==> config.mk <==
export PLATFORM = sky130hd
export DESIGN_NAME = gdr_fifo
export DESIGN_NICKNAME = d
export VERILOG_FILES = /design/src/sv/gdr_fifo.sv
export SDC_FILE = /design/constraint.sdc
export NUM_CORES = 1
export LEC_CHECK = 0
export ABC_AREA = 1
export BUFFER_PORTS_ARGS = -buffer_cell sky130_fd_sc_hd__buf_4
export CAP_MARGIN = 20
export CELL_PAD_IN_SITES_DETAIL_PLACEMENT = 1
export CELL_PAD_IN_SITES_GLOBAL_PLACEMENT = 1
export CORE_AREA = 2 2 39 41
export DETAILED_ROUTE_END_ITERATION = 7
export DIE_AREA = 0 0 41 43
export GPL_ROUTABILITY_DRIVEN = 0
export HOLD_SLACK_MARGIN = 0.1
export PLACE_DENSITY_LB_ADDON = 0.08
export SYNTH_ARGS = -nofsm -noshare
export SYNTH_HDL_FRONTEND = slang
export SYNTH_SLANG_ARGS = --single-unit
==> constraint.sdc <==
create_clock -name clk -period 2.2 [get_ports clk]
set_input_delay 0.11 -clock clk [delete_from_list [all_inputs] [get_ports clk]]
set_output_delay 0.11 -clock clk [all_outputs]
set_load 0.01 [all_outputs]
==> src/sv/gdr_fifo.sv <==
`timescale 1ns / 1ps

// Small register queue; DEPTH is a power of two.
module gdr_fifo #(
  parameter type T     = logic,
  parameter int  DEPTH = 2
) (
  input  logic clk,
  input  logic rst_n,
  input  logic push,
  output logic full,
  input  T     wdata,
  input  logic pop,
  output logic empty,
  output T     rdata
);

  localparam int PTR_W = (DEPTH > 1) ? $clog2(DEPTH) : 1;
  localparam int CNT_W = $clog2(DEPTH + 1);

  T                 slot_r [DEPTH];
  logic [PTR_W-1:0] wr_ptr_r, rd_ptr_r;
  logic [CNT_W-1:0] count_r;
  logic             do_push, do_pop;

  assign full    = (count_r == CNT_W'(DEPTH));
  assign empty   = (count_r == '0);
  assign do_push = push && !full;
  assign do_pop  = pop && !empty;
  assign rdata   = slot_r[rd_ptr_r];

  // Pointers and fill level.
  always_ff @(posedge clk) begin
    if (!rst_n) begin
      wr_ptr_r <= '0;
      rd_ptr_r <= '0;
      count_r  <= '0;
    end else begin
      if (do_push) wr_ptr_r <= wr_ptr_r + PTR_W'(1);
      if (do_pop) rd_ptr_r <= rd_ptr_r + PTR_W'(1);
      if (do_push && !do_pop) count_r <= count_r + CNT_W'(1);
      else if (do_pop && !do_push) count_r <= count_r - CNT_W'(1);
    end
  end

  // Storage.
  always_ff @(posedge clk) begin
    if (do_push) slot_r[wr_ptr_r] <= wdata;
  end

endmodule

==> impl_results.md <==
* Outcome: completed
* Clk_lat worst skew at 240 ps
* R2R setup slack at 770 ps
* Final Cycle Share at 65.1%
* Top cell type's share of synthesized area at 31.4%
* Hold Fails Final Rpt at 0
* Die W at 41 um
* Diode count at 0
* I/O pin total at 8
* Post-DR wirelength/cell at 10.3 um
* Tightest Hold Check Type: in -> reg
* Area leader, netlist: dfxtp_1
* Crit. End Element: flop
* Setup-failing EPs final at 0
* CP Launch Type: flop
* Worst EP required at 2390 ps
* Commonest cells post-synth: nor2_1 (10), inv_1 (8), nand2_1 (6), dfxtp_1 (5)
* Syn Inst Count at 41
* Max rail drop VDD at 0.000487 V
* Initial core utilization at 23.1%
* HPWL Detailed at 570 um
* Seq/Total Area, Yosys at 50.2%
* Die Span Y at 43 um
* Final ANT Viol Nets at 0
* Row cnt at 14
* Min cycle time layout at 1430 ps
* Layout cells sized above 1 at 26.4%
* Critical Path Fanout Max at 4
* GRT Util Overall at 9.97%
* Final Max Tran Viols at 0
* Largest cells by area after synthesis: dfxtp_1 (31%), edfxtp_1 (19%), nor2_1 (12%), inv_1 (9.4%), nand2_1 (7.1%)
* Final Cell Area at 428 um^2
* R2r worst-path depth at 9
* Kind of critical path: reg -> reg
* Port buffer count at 7
* Reg-to-reg startpoint: count_r[1]$_SDFFE_PN0P_
* Synthesized Nets at 47
* Clock skew at 1.22 ps
* Arr. time, crit path at 1620 ps
* Mapped Area at 319 um^2
* Total negative slack at 0 ps
* DRC viols at 0
* DR iter-0 viols at 1
* Antenna violations before repair at 0
* Critical Path Source: count_r[1]$_SDFFE_PN0P_
* Root buffer cell: clkbuf_4
* Lkg Pwr at 0.206 nW
* Die area at 0.00176 mm^2
* Main synth FF type: dfxtp_1
* Yosys cell types at 14
* Grt total ovfl at 0
* Core Region at 0.00138 mm^2
* Dpl cell area at 392 um^2
* Number of enable flip-flop cells after synthesis at 2
* Worst hold slack at 128 ps
* Reg2reg end: count_r[1]$_SDFFE_PN0P_
* CTS H-tree depth at 1
* CTS tree: built
* Clk slew on worst S/H paths at 50 ps
* F_max at 699 MHz
* Worst path cell trace: inv_1 -> o21ai_2 -> inv_1 -> ha_1 -> inv_1 -> nand3_1 -> nand2_1 -> inv_1 -> nor2_1
* CTS max path bufs at 2
* Count leader, synth: nor2_1
* DR vias/cell at 4.22
* Via count at 291
* RSZ-0062 raised after global routing: no
* Most frequent CP cell: inv_1
* PD cells at 1240 mW/mm^2
* Largest net degree at the start of global routing at 6
* Mean Syn Cell Area at 7.78 um^2
* #FFs+latches synth at 7
* Area growth syn-to-layout at 34.1%
* Least-Margin Pin Slew at 195 ps
* Clock tree sinks at 7
* Max cap viols at 0
* Asr flop ratio synth at 0%
* Setup bufs post-CTS at 0
* TritonRoute pass-1 iters at 2
* Vias in the first global route at 309
* CP max stage delay at 350 ps
* Drt total wl at 711 um
* Num CTS Buffers at 3
* Critical-path cell with the highest stage delay: dfxtp_1
* Total Nets Final at 60
* First-pass GRT wire length at 1100 um
* Worst setup endpoint: count_r[1]$_SDFFE_PN0P_
* Yosys warns at 0
* Max_slew headroom at 87.0%
[per-stage QoR]
stage	total power, mW	cells	setup WS, ps	utilization [%]
2_1_floorplan	0.339	41	896	-
3_3_place_gp	0.408	64	808	28.3
3_5_place_dp	0.421	64	754	28.3
4_1_cts	0.546	69	739	30.9
5_1_grt	0.584	69	605	30.9
6_report	0.530	69	769	30.9
[cell usage in the layout, fill, tap and decap left out]
cell	n
dfxtp_1	5
nor2_2	1
nor2_1	10
o21ai_0	2
a21oi_1	1
buf_4	7
nand2_1	6
inv_1	8
clkbuf_4	3
ha_1	1
nand3_1	1
dlygate4sd3_1	1
mux2_2	1
inv_2	1
edfxtp_1	2
o21ai_2	1
clkbuf_1	1
nand4_1	1
[power by group]
group	internal, mW	switching, mW
clock	0.0691	0.0461
sequential	0.171	0.0260
combinational	0.0930	0.125
[layout make-up]
type                       count  area (um^2)
fill                         171          956
sequential                     7          160
multi-input combinational     25          125
timing repair buffer           8         62.6
inverter                       9         33.8
clock buffer                   4         26.3
tap                           16         20.0
[cell families (layout without fill, tap and decap cells)]
| family | count (synthesis) | after routing | synth area share (%) |
|---|---|---|---|
| adder cells (fa/ha/maj) | 1 | 1 | 3.92 |
| AO/OA/AOI/OAI | 4 | 4 | 7.45 |
| AND/OR/NAND/NOR | 19 | 19 | 24.3 |
| flip-flops | 7 | 7 | 50.2 |
| buffers and inverters | 9 | 21 | 10.6 |
| multiplexers | 1 | 1 | 3.53 |
[worst max-delay path, delay by kind of cell, from the launching register on]
family,cells,cell delay (ps)
flops,1,350
fa+ha+maj,1,320
buf+inv,4,300
simple gates,3,220
compound gates,1,180
[worst min path at each step]
stage          startpoint                 endpoint  slack (ps)  depth (start not counted)
2_1_floorplan       wdata      slot_r[0]$_DFFE_PP_         210                          0
3_3_place_gp        wdata      slot_r[0]$_DFFE_PP_         300                          1
3_5_place_dp        wdata      slot_r[0]$_DFFE_PP_         300                          1
4_1_cts             rst_n  count_r[1]$_SDFFE_PN0P_         120                          3
5_1_grt             rst_n  count_r[1]$_SDFFE_PN0P_         140                          3
6_report            rst_n  count_r[1]$_SDFFE_PN0P_         130                          3
[metal layers]
metal / up-vias / part of all wire (%) / routed length (um) / GRT usage, %
li1: 151 / - / - / -
met1: 133 / 42 / 298 / 9.42
met2: 5 / 53 / 375 / 16.3
met3: 2 / 3.9 / 28 / 4.71
met4: 0 / 1.3 / 9 / 6.00
met5: - / 0 / 0 / 0
[repair_timing]
item,CTS,global route
endpoints found under the hold margin,2,0
hold buffers,1,0
resized for setup,0,0
No activity file was read; power rests on OpenSTA's default activity.
