### src/sv/gdr_pkg.sv
`timescale 1ns / 1ps

package gdr_pkg;

  // Field widths fixed by the interface.
  localparam int DIR_FRAC = 14;
  localparam int POS_W    = 15;
  localparam int DIR_W    = 16;
  localparam int COL_W    = 10;
  localparam int REG_W    = 11;
  localparam int CELL_W   = 5;
  localparam int KIND_W   = 3;
  localparam int ROW_W    = 10;
  localparam int COLOR_W  = 8;

  // Internal arithmetic widths.
  localparam int CAM_W  = REG_W + DIR_FRAC;  // camera x magnitude
  localparam int RDM_W  = 27;                // ray component magnitude
  localparam int RD_W   = RDM_W + 1;         // signed ray component
  localparam int H_W    = 12;                // slice height, up to 2*rows+1

  // Configuration register indexes.
  localparam int CFG_IDX_W = 1;
  localparam logic [CFG_IDX_W-1:0] REG_SCREEN_COLUMNS = 1'b0;
  localparam logic [CFG_IDX_W-1:0] REG_SCREEN_ROWS    = 1'b1;
  localparam logic [REG_W-1:0]     REG_RESET          = 11'd24;
  localparam logic [REG_W-1:0]     REG_MAX            = 11'd1024;

  // Operation codes.
  localparam logic OP_WRITE = 1'b0;
  localparam logic OP_CAST  = 1'b1;

  // Request handed from the front part to the back part.
  typedef struct packed {
    logic                     is_cast;
    logic [CELL_W-1:0]        cell_row;
    logic [CELL_W-1:0]        cell_col;
    logic [KIND_W-1:0]        kind;
    logic [COL_W-1:0]         column;
    logic [POS_W-1:0]         pos_x;
    logic [POS_W-1:0]         pos_y;
    logic signed [RD_W-1:0]   rdx;
    logic signed [RD_W-1:0]   rdy;
  } desc_t;

  // One result.
  typedef struct packed {
    logic [COL_W-1:0]   column;
    logic [ROW_W-1:0]   draw_start;
    logic [ROW_W-1:0]   draw_end;
    logic [COLOR_W-1:0] color;
    logic               hit_side;
    logic               hit_found;
  } res_t;

  // Out-of-range register values act as the nearest legal value.
  function automatic logic [REG_W-1:0] clamp_reg(input logic [REG_W-1:0] v);
    logic [REG_W-1:0] r;
    if (v == '0) r = REG_W'(1);
    else if (v > REG_MAX) r = REG_MAX;
    else r = v;
    return r;
  endfunction

  // Wall colour by cell kind, halved on y sides.
  function automatic logic [COLOR_W-1:0] kind_color(input logic [KIND_W-1:0] kind,
                                                   input logic side);
    logic [COLOR_W-1:0] c;
    unique case (kind)
      3'd1:    c = 8'd204;
      3'd2:    c = 8'd238;
      3'd3:    c = 8'd17;
      3'd4:    c = 8'd34;
      default: c = 8'd51;
    endcase
    return side ? (c >> 1) : c;
  endfunction

endpackage

### src/sv/gdr_front.sv
`timescale 1ns / 1ps

// Front part: takes requests, forms the ray direction of a cast and passes
// every request on in order.
module gdr_front (
  input  logic                            clk,
  input  logic                            rst_n,
  input  logic                            in_push,
  output logic                            in_full,
  input  logic                            in_op,
  input  logic [gdr_pkg::CELL_W-1:0]      in_cell_row,
  input  logic [gdr_pkg::CELL_W-1:0]      in_cell_col,
  input  logic [gdr_pkg::KIND_W-1:0]      in_cell_kind,
  input  logic [gdr_pkg::COL_W-1:0]       in_column,
  input  logic [gdr_pkg::POS_W-1:0]       in_pos_x,
  input  logic [gdr_pkg::POS_W-1:0]       in_pos_y,
  input  logic signed [gdr_pkg::DIR_W-1:0] in_dir_x,
  input  logic signed [gdr_pkg::DIR_W-1:0] in_dir_y,
  input  logic signed [gdr_pkg::DIR_W-1:0] in_plane_x,
  input  logic signed [gdr_pkg::DIR_W-1:0] in_plane_y,
  input  logic [gdr_pkg::REG_W-1:0]       scr_cols,
  output logic                            q_push,
  input  logic                            q_full,
  output gdr_pkg::desc_t                  q_data
);

  localparam int PROD_W = gdr_pkg::DIR_W + gdr_pkg::CAM_W;
  localparam int CNT_W  = $clog2(gdr_pkg::CAM_W);

  localparam logic [2:0] F_IDLE = 3'd0;
  localparam logic [2:0] F_DIV  = 3'd1;
  localparam logic [2:0] F_MUL  = 3'd2;
  localparam logic [2:0] F_ADD  = 3'd3;
  localparam logic [2:0] F_PUSH = 3'd4;

  logic [2:0]                          state_r, state_nxt;
  gdr_pkg::desc_t                      desc_r;
  logic [CNT_W-1:0]                    cnt_r;
  logic [gdr_pkg::REG_W-1:0]           rem_r;
  logic [gdr_pkg::CAM_W-1:0]           dq_r;
  logic                                cam_neg_r;
  logic signed [gdr_pkg::DIR_W-1:0]    dx_r, dy_r, plx_r, ply_r;
  logic [PROD_W-1:0]                   prod_x_r, prod_y_r;
  logic                                neg_x_r, neg_y_r;

  logic signed [gdr_pkg::REG_W:0]      diff;
  logic [gdr_pkg::REG_W-1:0]           dmag;
  logic [gdr_pkg::REG_W:0]             rem_s, rem_sub;
  logic                                ge;
  logic [gdr_pkg::REG_W-1:0]           rem_nxt;
  logic [gdr_pkg::DIR_W-1:0]           plmx, plmy;
  logic [gdr_pkg::RDM_W-1:0]           termx, termy;
  logic signed [gdr_pkg::RD_W-1:0]     rdx_nxt, rdy_nxt;

  assign in_full = (state_r != F_IDLE);
  assign q_push  = (state_r == F_PUSH) && !q_full;
  assign q_data  = desc_r;

  // Signed numerator 2*column - columns and its magnitude.
  assign diff = $signed({1'b0, in_column, 1'b0}) - $signed({1'b0, scr_cols});
  assign dmag = gdr_pkg::REG_W'(diff[gdr_pkg::REG_W] ? -diff : diff);

  // One restoring division step per cycle.
  assign rem_s   = {rem_r, dq_r[gdr_pkg::CAM_W-1]};
  assign rem_sub = rem_s - {1'b0, scr_cols};
  assign ge      = (rem_s >= {1'b0, scr_cols});
  assign rem_nxt = ge ? rem_sub[gdr_pkg::REG_W-1:0] : rem_s[gdr_pkg::REG_W-1:0];

  // Plane magnitudes for the unsigned multiply.
  assign plmx = plx_r[gdr_pkg::DIR_W-1] ? gdr_pkg::DIR_W'(-plx_r) : gdr_pkg::DIR_W'(plx_r);
  assign plmy = ply_r[gdr_pkg::DIR_W-1] ? gdr_pkg::DIR_W'(-ply_r) : gdr_pkg::DIR_W'(ply_r);

  // Scaled plane term, truncated towards zero, added to the direction.
  assign termx   = prod_x_r[PROD_W-1:gdr_pkg::DIR_FRAC];
  assign termy   = prod_y_r[PROD_W-1:gdr_pkg::DIR_FRAC];
  assign rdx_nxt = gdr_pkg::RD_W'(dx_r) +
                   (neg_x_r ? -gdr_pkg::RD_W'(termx) : gdr_pkg::RD_W'(termx));
  assign rdy_nxt = gdr_pkg::RD_W'(dy_r) +
                   (neg_y_r ? -gdr_pkg::RD_W'(termy) : gdr_pkg::RD_W'(termy));

  // Sequencer.
  always_comb begin
    state_nxt = state_r;
    unique case (state_r)
      F_IDLE: begin
        if (in_push) state_nxt = (in_op == gdr_pkg::OP_CAST) ? F_DIV : F_PUSH;
      end
      F_DIV: begin
        if (cnt_r == '0) state_nxt = F_MUL;
      end
      F_MUL:  state_nxt = F_ADD;
      F_ADD:  state_nxt = F_PUSH;
      F_PUSH: begin
        if (!q_full) state_nxt = F_IDLE;
      end
      default: state_nxt = F_IDLE;
    endcase
  end

  always_ff @(posedge clk) begin
    if (!rst_n) state_r <= F_IDLE;
    else state_r <= state_nxt;
  end

  // Datapath registers.
  always_ff @(posedge clk) begin
    unique case (state_r)
      F_IDLE: begin
        if (in_push) begin
          desc_r.is_cast  <= (in_op == gdr_pkg::OP_CAST);
          desc_r.cell_row <= in_cell_row;
          desc_r.cell_col <= in_cell_col;
          desc_r.kind     <= in_cell_kind;
          desc_r.column   <= in_column;
          desc_r.pos_x    <= in_pos_x;
          desc_r.pos_y    <= in_pos_y;
          dx_r            <= in_dir_x;
          dy_r            <= in_dir_y;
          plx_r           <= in_plane_x;
          ply_r           <= in_plane_y;
          cam_neg_r       <= diff[gdr_pkg::REG_W];
          dq_r            <= {dmag, gdr_pkg::DIR_FRAC'(0)};
          rem_r           <= '0;
          cnt_r           <= CNT_W'(gdr_pkg::CAM_W - 1);
        end
      end
      F_DIV: begin
        rem_r <= rem_nxt;
        dq_r  <= {dq_r[gdr_pkg::CAM_W-2:0], ge};
        cnt_r <= cnt_r - CNT_W'(1);
      end
      F_MUL: begin
        prod_x_r <= plmx * dq_r;
        prod_y_r <= plmy * dq_r;
        neg_x_r  <= cam_neg_r ^ plx_r[gdr_pkg::DIR_W-1];
        neg_y_r  <= cam_neg_r ^ ply_r[gdr_pkg::DIR_W-1];
      end
      F_ADD: begin
        desc_r.rdx <= rdx_nxt;
        desc_r.rdy <= rdy_nxt;
      end
      F_PUSH: begin
      end
      default: begin
      end
    endcase
  end

endmodule

### config.mk
export PLATFORM = sky130hd
export DESIGN_NAME = gdr_front
export DESIGN_NICKNAME = d
export VERILOG_FILES = /design/src/sv/gdr_pkg.sv /design/src/sv/gdr_front.sv
export SDC_FILE = /design/constraint.sdc
export NUM_CORES = 2
export LEC_CHECK = 0
export BUFFER_PORTS_ARGS = -buffer_cell sky130_fd_sc_hd__buf_2
export CAP_MARGIN = 20
export CORE_ASPECT_RATIO = 1.25
export CORE_MARGIN = 10
export CORE_UTILIZATION = 58
export DETAILED_ROUTE_END_ITERATION = 10
export PLACE_DENSITY = 0.8
export SKIP_CTS_REPAIR_TIMING = 1
export SYNTH_ARGS = -nofsm -noshare
export SYNTH_HDL_FRONTEND = slang
export SYNTH_SLANG_ARGS = --single-unit
export TNS_END_PERCENT = 5
### constraint.sdc
create_clock -name clk -period 8.1 [get_ports clk]
set_input_delay 2.025 -clock clk [delete_from_list [all_inputs] [get_ports clk]]
set_output_delay 2.025 -clock clk [all_outputs]
set_load 0.01 [all_outputs]
==> results_dict.tcl <==
set metrics [dict create \
    synth-compound-area-share_pct 6.65 \
    dp_hpwl_um 71100 \
    highest_layer "met4" \
    hold_viol 0 \
    synth_area_sq_um 38500 \
    worst_slew_pin_slew_ns 1.14 \
    rsz0062_at_grt "true" \
    fmax_mhz 123 \
    fin_crit_sh_pct 100 \
    worstPathRequired_ns 8.44 \
    synth_top_family_by_area "adder cells" \
    synth_edf_count 272 \
    numPortBuffers 244 \
    maxCapViolations 0 \
    fin_skew_ns 0.0357 \
    route.met3.wl_um 6050 \
    slew_viol_final 0 \
    drt_pass1_iterations 7 \
    cts_buffers 28 \
    synth_ff_type "edfxtp_1" \
    fp.dieH_um 308 \
    r2r_slack_ns -0.04 \
    fp.dieArea_sq_um 77100 \
    cp-end-kind "register" \
    h-tree-depth 1 \
    r2r_start "ply_r[1]$_DFFE_PP_" \
    final_common_cell "inv_1" \
    drive_above_1_share_pct 11.6 \
    place_ws_ns -0.115 \
    grt_max_degree 74 \
    drt-initial-drc-count 1728 \
    status "finished, violations left" \
    setup_violations 2 \
    grt_use_total_pct 24.0 \
    vias 28300 \
    synth_area_leaders "fa_1 33%, edfxtp_1 21%, ha_1 9.8%" \
    avgRoutedWirePerCell_um 17.9 \
    timing.final.ws_setup_ns -0.0350 \
    muxShareOfSynthArea_pct 0.182 \
    drt-vias-per-instance 5.58 \
    synth-simple-area-share_pct 14.7 \
    worst_r2r_endpoint "prod_y_r[40]$_DFFE_PP_" \
    slew_headroom_pct 23.9 \
    r2r_cells 31 \
    place.gp.congestion 0.901 \
    path_max_fanout 6 \
    design.core.area_sq_um 65700 \
    synth_cells 3964 \
    synth_top_area_cell "fa_1" \
    synthAdderAreaFrac_pct 43.2 \
    arrival_ns 8.47 \
    startpoint_type "register" \
    max_stage_delay_ns 0.58 \
    io_pins 245 \
    yosysUniqueCellTypes 68 \
    clkLatencyLatePin_ns 0.62 \
    drc 0 \
    synth_top_area_share_pct 33.4 \
    die_w_um 250 \
    hold_path_depth 1 \
    ant_nets 0 \
    seq_area_frac_synth_pct 21.4 \
    fill_cells 5150 \
    path_class "register to register" \
    wl_met1_um 32900 \
    ys_warn_count 0 \
    rows 105 \
    cp_common_cell "fa_1" \
    post_synth.cell_area_avg_sq_um 9.70 \
    drt_wl_total_um 90800 \
    post-route-min-period_ns 8.14 \
    cts_root_buf "clkbuf_16" \
    cts.sinks 275 \
    synthXorXnorAreaFrac_pct 4.44 \
    antenna_found_initial 0 \
    placed_area_sq_um 41300 \
    area_growth_pct 10.5 \
    holdPathEnd "q_data[0]$_DFFE_PP_" \
    layout_common_cells "811 x inv_1, 641 x fa_1, 600 x nand2_1" \
    syn_nets 5040 \
    antenna_cells 0 \
    slowest_stage "fa_1" \
    violations "negative setup slack" \
    clk_path_buf_depth 3 \
    layout.nets 5280 \
    grt_first_pass_wirelength_um 152000 \
    min_from "dy_r[0]$_DFFE_PP_" \
    design_area_sq_um 42500 \
    grt_pass1_vias 30900 \
    start_util_pct 58.6 \
    ys_ff_latch 275 \
    gr-total-overflow 0 \
    hold_path_class "register to register" \
    cts_tree "built" \
    async_flop_share_pct 0 \
    wl_met2_um 47500 \
    clk_pin_slew_ns 0.07 \
]
worst max-delay path by stage:
stage               slack (ns)                      to          startpoint
CTS                      -0.15  prod_y_r[40]$_DFFE_PP_  ply_r[1]$_DFFE_PP_
floorplan                0.009  prod_y_r[39]$_DFFE_PP_  ply_r[0]$_DFFE_PP_
finish                   -0.04  prod_y_r[40]$_DFFE_PP_  ply_r[1]$_DFFE_PP_
global placement         -0.03  prod_y_r[39]$_DFFE_PP_  ply_r[1]$_DFFE_PP_
global route             -0.38  prod_y_r[40]$_DFFE_PP_  ply_r[1]$_DFFE_PP_
detailed placement       -0.11  prod_y_r[40]$_DFFE_PP_  ply_r[1]$_DFFE_PP_
layout make-up:
cell class | instances | area (sq um) | area share (%)
Clock buffer | 30 | 708 | 1.67
Clock inverter | 21 | 347 | 0.815
Inverter | 811 | 3040 | 7.16
Multi-Input combinational cell | 2718 | 26900 | 63.2
Sequential cell | 275 | 8230 | 19.4
Tap cell | 856 | 1070 | 2.52
Timing Repair Buffer | 370 | 2230 | 5.25
critical path, delay by kind of cell, from the launching register on:
family | cells | cell delay [ns]
AOI/OAI and AO/OA | 10 | 1.96
xor gates and xnor gates | 2 | 0.30
adders and majority gates | 8 | 3.42
buffers and inverters | 6 | 0.53
DFF | 1 | 0.42
and+or+nand+nor | 5 | 1.24
stage by stage:
stage,instances,utilization (%),hold slack [ns],TNS (ns)
after global routing,5081,64.7,0.584,-3.73
after detailed placement,5026,62.9,0.561,-0.406
final,5081,64.7,0.565,-0.0421
after floorplan,3964,-,0.526,0
after CTS,5077,64.5,0.576,-0.632
after global placement,5026,62.9,0.539,-0.0418
cell families after synthesis:
logic type      count (synthesis)
simple gates                 1180
buf+inv                       971
fa+ha+maj                     943
compound gates                394
flops                         275
xor+xnor                      195
mux                             6
layer usage:
metal	track usage, %	up-vias
li1	-	12800
met1	27.7	14200
met2	43.5	1033
met3	3.46	311
met4	10.8	0
met5	0	-
synthesized netlist by cell type (3+ instances only):
master / count
nor2b_1: 20
a21boi_0: 11
or4_1: 12
nand2_1: 600
nand2b_1: 27
nand4_1: 12
mux2_2: 4
xor2_1: 54
o21a_1: 17
o21bai_1: 13
a31oi_1: 6
and2_1: 295
xnor2_1: 141
clkbuf_1: 160
nor2_1: 98
and3_1: 11
a221o_1: 3
a211oi_1: 14
nand3_1: 27
a21o_1: 51
nor3b_1: 8
o41ai_1: 9
o31ai_1: 20
nor3_1: 29
edfxtp_1: 272
o211ai_1: 5
ha_1: 301
or3_1: 15
o31a_1: 6
nor4_1: 7
inv_1: 811
o41ai_2: 3
a211o_1: 6
o21ai_1: 3
dfxtp_1: 3
a311oi_1: 4
a21oi_1: 109
fa_1: 642
o21ai_0: 91
or2_2: 6
registers in the layout, indices dropped and copies added (netlist names):
signal and cells:
cnt_r 5, plx_r 16, neg_y_r 1, prod_y_r 27
dy_r 16, prod_x_r 27, state_r 3, dx_r 16
neg_x_r 1, rem_r 11, ply_r 16, cam_neg_r 1
q_data 110, dq_r 25
Power is left out: the tool's default activity adds up to more than one toggle a clock period on the data nets, which glitch-free logic cannot reach.
